$ cat config.mk
export PLATFORM = sky130hd
export DESIGN_NAME = gmcp_cell_unit
export DESIGN_NICKNAME = d
export VERILOG_FILES = /design/src/hdl/gmcp_pkg.sv /design/src/hdl/gmcp_cell_unit.sv
export SDC_FILE = /design/constraint.sdc
export NUM_CORES = 1
export LEC_CHECK = 0
export BUFFER_PORTS_ARGS = -buffer_cell sky130_fd_sc_hd__buf_4
export CORE_MARGIN = 4
export CORE_UTILIZATION = 45
export DETAILED_ROUTE_END_ITERATION = 7
export PLACE_DENSITY_LB_ADDON = 0.3
export REMOVE_ABC_BUFFERS = 1
export SLEW_MARGIN = 10
export SYNTH_ARGS = -nofsm -noshare
export SYNTH_HDL_FRONTEND = slang
export SYNTH_SLANG_ARGS = --single-unit
$ cat constraint.sdc
create_clock -name vclk -period 18.6
set_input_delay 3.72 -clock vclk [all_inputs]
set_output_delay 3.72 -clock vclk [all_outputs]
set_load 0.02 [all_outputs]
$ cat src/hdl/gmcp_pkg.sv
// Package for the grid minimum-cost path block: register indexes,
// fixed field widths and the cell position flags shared by the top level and cell unit.
// No dependencies.
package gmcp_pkg;

    // Configuration port
    localparam int CFG_DATA_W = 16;
    localparam int CFG_IDX_W  = 2;

    localparam logic [CFG_IDX_W-1:0] CFG_GRID_COLUMNS = 2'd0;
    localparam logic [CFG_IDX_W-1:0] CFG_GRID_ROWS    = 2'd1;

    // Fixed field widths
    localparam int GRID_COLS_W  = 11;
    localparam int GRID_ROWS_W  = 16;
    localparam int CELL_COST_W  = 16;
    localparam int PATH_TOTAL_W = 32;

    // Wide enough to hold the clamped column count at any depth
    localparam int COLS_CALC_W  = 17;

    // Reset grid size
    localparam int RST_GRID_COLS = 3;
    localparam int RST_GRID_ROWS = 3;

    // Where the current cell sits in the grid
    typedef struct packed {
        logic first_row;
        logic first_col;
        logic last;
    } gmcp_pos_t;

endpackage

$ cat src/hdl/gmcp_cell_unit.sv
// Cell update: picks the base total (zero, left, upper, or minimum of three)
// and adds the cell cost with saturation. Depends on gmcp_pkg.
module gmcp_cell_unit
    import gmcp_pkg::*;
#(
    parameter int COST_BITS  = 16,
    parameter int TOTAL_BITS = 32
) (
    input  gmcp_pos_t             pos,
    input  logic [COST_BITS-1:0]  cost,
    input  logic [TOTAL_BITS-1:0] up,
    input  logic [TOTAL_BITS-1:0] left,
    input  logic [TOTAL_BITS-1:0] diag,
    output logic [TOTAL_BITS-1:0] total
);

    localparam int SUM_W = ((TOTAL_BITS > COST_BITS) ? TOTAL_BITS : COST_BITS) + 1;

    logic [TOTAL_BITS-1:0] min_ld;
    logic [TOTAL_BITS-1:0] min3;
    logic [TOTAL_BITS-1:0] base;
    logic [SUM_W-1:0]      sum;

    always_comb
    begin
        min_ld = (diag < up) ? diag : up;
        min3   = (min_ld < left) ? min_ld : left;
        priority if (pos.first_row && pos.first_col)
        begin
            base = '0;
        end
        else if (pos.first_row)
        begin
            base = left;
        end
        else if (pos.first_col)
        begin
            base = up;
        end
        else
        begin
            base = min3;
        end
        sum = SUM_W'(base) + SUM_W'(cost);
        // Clamp at the all-ones total on overflow
        if (sum[SUM_W-1:TOTAL_BITS] != '0)
        begin
            total = '1;
        end
        else
        begin
            total = sum[TOTAL_BITS-1:0];
        end
    end

endmodule

## Word level (Yosys, flattened, before mapping)

Index checks and enable logic that the tools add are counted.

- Input port bits: 115
- Word-level logic and storage cells: 10
- Flip-flop bits (word level): 0
- Output and inout bits: 32

- Reductions and logical operators: 1
- Muxes and demuxes: 6
- Magnitude comparators: 2
- Add/sub/neg operators: 1

Operators with widths:

| cell | count |
|---|---|
| 32-bit two-way mux | 6 |
| 32-bit < comparator | 2 |
| 32-bit by 16-bit adder with 33-bit output | 1 |
| 1-bit logical AND | 1 |

## Logic depth before layout (Yosys ltp)

- Word-level depth: 9
- Gate-level depth with buffers: 39
- Depth with buffers taken out: 32

## Least setup slack after synthesis

Ideal clock, no wire load.

- Path kind: input to output
- Start: in up[9]
- End: out total[27]
- Data required time: 14.880 ns
- Data arrival time: 10.984 ns
- Setup slack: 3.896 ns
- Path buffers: 5
- Stages on the path: 36
- Path through: inv_1 ha_1 a21o_1 a221o_1 o2bb2ai_1 o31a_1 nor2_2 buf_4 clkbuf_1 nand2_1 o21ai_0 ha_1 a21oi_1 o21ai_0 a221oi_1 a21boi_0 nor3_1 a31o_2 buf_2 buf_2 and2_1 clkbuf_1 a22oi_1 o21ai_0 ha_1 a21o_1 a21oi_1 o21ba_2 o21ai_0 a221oi_1 a21oi_1 o21a_1 o41ai_1 nand3b_1 nor3_1 o21ai_0

- Cells in the longest elaborated chain, start to end: 9

RTL lines:

| element | RTL line | source |
|---|---|---|
| start, declared | gmcp_cell_unit.sv:11 | `input logic [TOTAL_BITS-1:0] up,` |
| 32-bit < comparator | gmcp_cell_unit.sv:26 | `min_ld = (diag < up) ? diag : up;` |
| 32-bit two-way mux | gmcp_cell_unit.sv:26 |  |
| 32-bit < comparator | gmcp_cell_unit.sv:27 | `min3 = (min_ld < left) ? min_ld : left;` |
| 32-bit two-way mux | gmcp_cell_unit.sv:27 |  |
| 32-bit two-way mux (*) | gmcp_cell_unit.sv:36 | `else if (pos.first_col)` |
| 32-bit two-way mux (*) | gmcp_cell_unit.sv:32 | `else if (pos.first_row)` |
| 32-bit two-way mux (*) | gmcp_cell_unit.sv:28 | `priority if (pos.first_row && pos.first_col)` |
| 32-bit by 16-bit adder with 33-bit output (*) | gmcp_cell_unit.sv:44 | `sum = SUM_W'(base) + SUM_W'(cost);` |
| 32-bit two-way mux (*) | gmcp_cell_unit.sv:46 | `if (sum[SUM_W-1:TOTAL_BITS] != '0)` |
| end, declared | gmcp_cell_unit.sv:14 | `output logic [TOTAL_BITS-1:0] total` |

Every way passes the cells marked *; elsewhere a longest branch is shown, timed or not.

## Final worst setup path

- Start: in up[27]
- End: out total[29]

The elaborated chain is that of the path after synthesis.

==> summary.txt <==
GRT
  • Met2 GRT Util: 45.4%
  • Overall Global Routing Usage: 24.8%
  • Gr busiest metal: met2
  • Grt met3 use: 1.95%
  • Initial antenna violation count: 0
  • First-pass GRT wire length: 21.1 mm
  • GR Overflow Total: 0
  • Vias in the first global route: 4712
  • Largest net degree at the start of global routing: 33
  • Met1 Track Usage GR: 32.4%

Worst setup path
  • Worst path buffer plus inverter count: 4
  • Critical path arrival: 13060 ps
  • Slowest cell on the critical path: a21oi_1
  • Crit-path max FO: 32
  • CP Data Required Time: 14880 ps
  • Startpoint Class: primary input
  • Kind of critical path: in2out
  • CP startpoint: up[27]
  • CP max stage delay: 790 ps
  • Crit path depth: 34
  • CP Capture Type: primary output
  • Crit path capture: total[29]
  • CP top delay family: compound AO/OA/AOI/OAI gates

Floorplan
  • IO Pins: 147
  • Num rows: 33
  • Initial cell density of the core: 46.5%
  • DIE AREA: 0.0100 mm2
  • Die width: 100 um
  • Total core area: 0.00822 mm2
  • Chip height: 100 um

Power and ir drop
  • Power Density: 43.9 mW/mm2
  • Worst VDD drop: 0.0179 mV
  • Leakage Power: 2.54 nW

Synth
  • Mean post-synth cell area: 6.73 um2
  • Synth Instances: 567
  • Sequential area share after synthesis: 0%
  • Yosys cell types: 61
  • Mapped cell area: 0.00382 mm2
  • Ys Warns: 0

CTS
  • Post-cts resize count: 0
  • Hold bufs inserted after CTS: 0
  • Post-CTS Setup Bufs: 0

Timing
  • RSZ-0062 raised after global routing: no
  • Hold Vio Cnt, Final: 0
  • Fmax achieved: 0.0596 GHz
  • Tmin final: 16780 ps
  • Worst-Margin Slew: 983 ps
  • Crit share post-route: 90.2%
  • Final Setup Violations: 0
  • Final Max Slew Viols: 0
  • Setup tns final: 0 ps
  • Max-slew headroom: 34.5%

Cells and area
  • Seq_cells: 0
  • Register Area: 0 um2
  • # clk buffers: 0
  • Share of layout cells above drive strength 1: 27.0%
  • # nets final: 889
  • Post-route cell area: 0.00495 mm2
  • Area grow syn2layout: 29.7%
  • ANT cells: 0

Place
  • DP Area: 0.00495 mm2
  • Gpl congestion: 0.910
  • IO Port Bufs: 146
  • HPWL after detailed placement: 10.8 mm

Routing
  • Post-route ant nets: 0
  • Starting DRT DRC Count: 249
  • Vias/cell: 5.93
  • DRC: 0
  • First drt pass iteration count: 5
  • WL final: 12.8 mm
  • Vias: 4733
  • Wire per inst: 16.1 um

Worst hold path
  • Hold crit path type: in2out

Job
  • Maxcap violations: 0

Outcome
  • Status: finished clean
==> cell usage after synthesis (9+ instances only) <==
library cell,n,share of area (%)
a32oi_1,10,2.3
clkbuf_1,13,1.3
o21ai_0,55,7.2
nand2_2,9,1.5
nor3_1,13,1.7
xnor2_1,10,2.3
nor2_1,17,1.7
inv_1,69,6.8
mux2_2,15,4.4
ha_1,78,26
nand2_1,70,6.9
nand3_1,19,2.5
a21oi_1,34,4.5
a22oi_1,20,3.9
nand4_1,12,2.0
==> metrics by stage <==
stage | utilization (%) | power, W | setup slack, ps | hold slack, ps | std cells
after global routing | 60.3 | 0.000240 | 1240 | 7870 | 798
final | 60.3 | 0.000217 | 1820 | 7860 | 798
after CTS | 60.3 | 0.000216 | 2000 | 7860 | 798
after global placement | 60.3 | 0.000209 | 2190 | 7850 | 798
after detailed placement | 60.3 | 0.000215 | 2030 | 7860 | 798
after floorplan | - | 0.000136 | 3330 | 7740 | 544
==> layout make-up <==
type / count / area, um2
Timing Repair Buffer: 149 / 1120
Multi-Input combinational cell: 475 / 3440
Inverter: 69 / 259
Tap cell: 105 / 131
Fill cell: 781 / 3260
==> worst min-delay path by stage <==
stage                     startpoint        to  slack, ps  cells after the start
final                        cost[0]  total[0]       7860                      4
after global routing         cost[0]  total[0]       7870                      4
after CTS                    cost[0]  total[0]       7860                      4
after detailed placement     cost[0]  total[0]       7860                      4
after global placement       cost[0]  total[0]       7850                      4
after floorplan              cost[0]  total[0]       7740                      2
==> layer usage <==
layer	vias up	routed length, um
met5	-	0
met4	0	194
met3	19	1090
met2	208	6110
met1	2167	5430
li1	2339	-
==> layout by cell type, fill, tap and decap left out, types with 7 or more instances in the layout <==
cell type	netlist	final
a21o_1	7	7
a21oi_1	34	34
a221oi_1	7	7
a22oi_1	20	20
a32oi_1	10	10
buf_4	2	149
ha_1	78	78
inv_1	69	69
mux2_2	15	15
nand2_1	70	70
nand2_2	9	9
nand2b_1	8	8
nand3_1	19	19
nand4_1	12	12
nor2_1	17	17
nor3_1	13	13
nor4_1	8	8
o21a_1	7	7
o21ai_0	55	55
xnor2_1	10	10
xor2_1	8	8
==> cells by family after synthesis <==
kind of cell             Yosys count  synth area share (%)
AND/OR/NAND/NOR                  187                  25.0
AO/OA/AOI/OAI                    174                  29.9
buffers and inverters             92                  9.80
adder cells (fa/ha/maj)           79                  26.1
XOR/XNOR                          18                  4.13
multiplexers                      17                  5.01
==> tightest hold or removal path: stages <==
cell and delay (ps):
buf_4 80, ha_1 110, nand2b_1 90, buf_4 130
==> power breakdown <==
part | leakage (nW) | internal (W) | switching (W)
clock network | 0 | 0 | 0
logic | 2.54 | 0.0000969 | 0.000121
registers | 0 | 0 | 0
(Power assumes the default switching activity.)
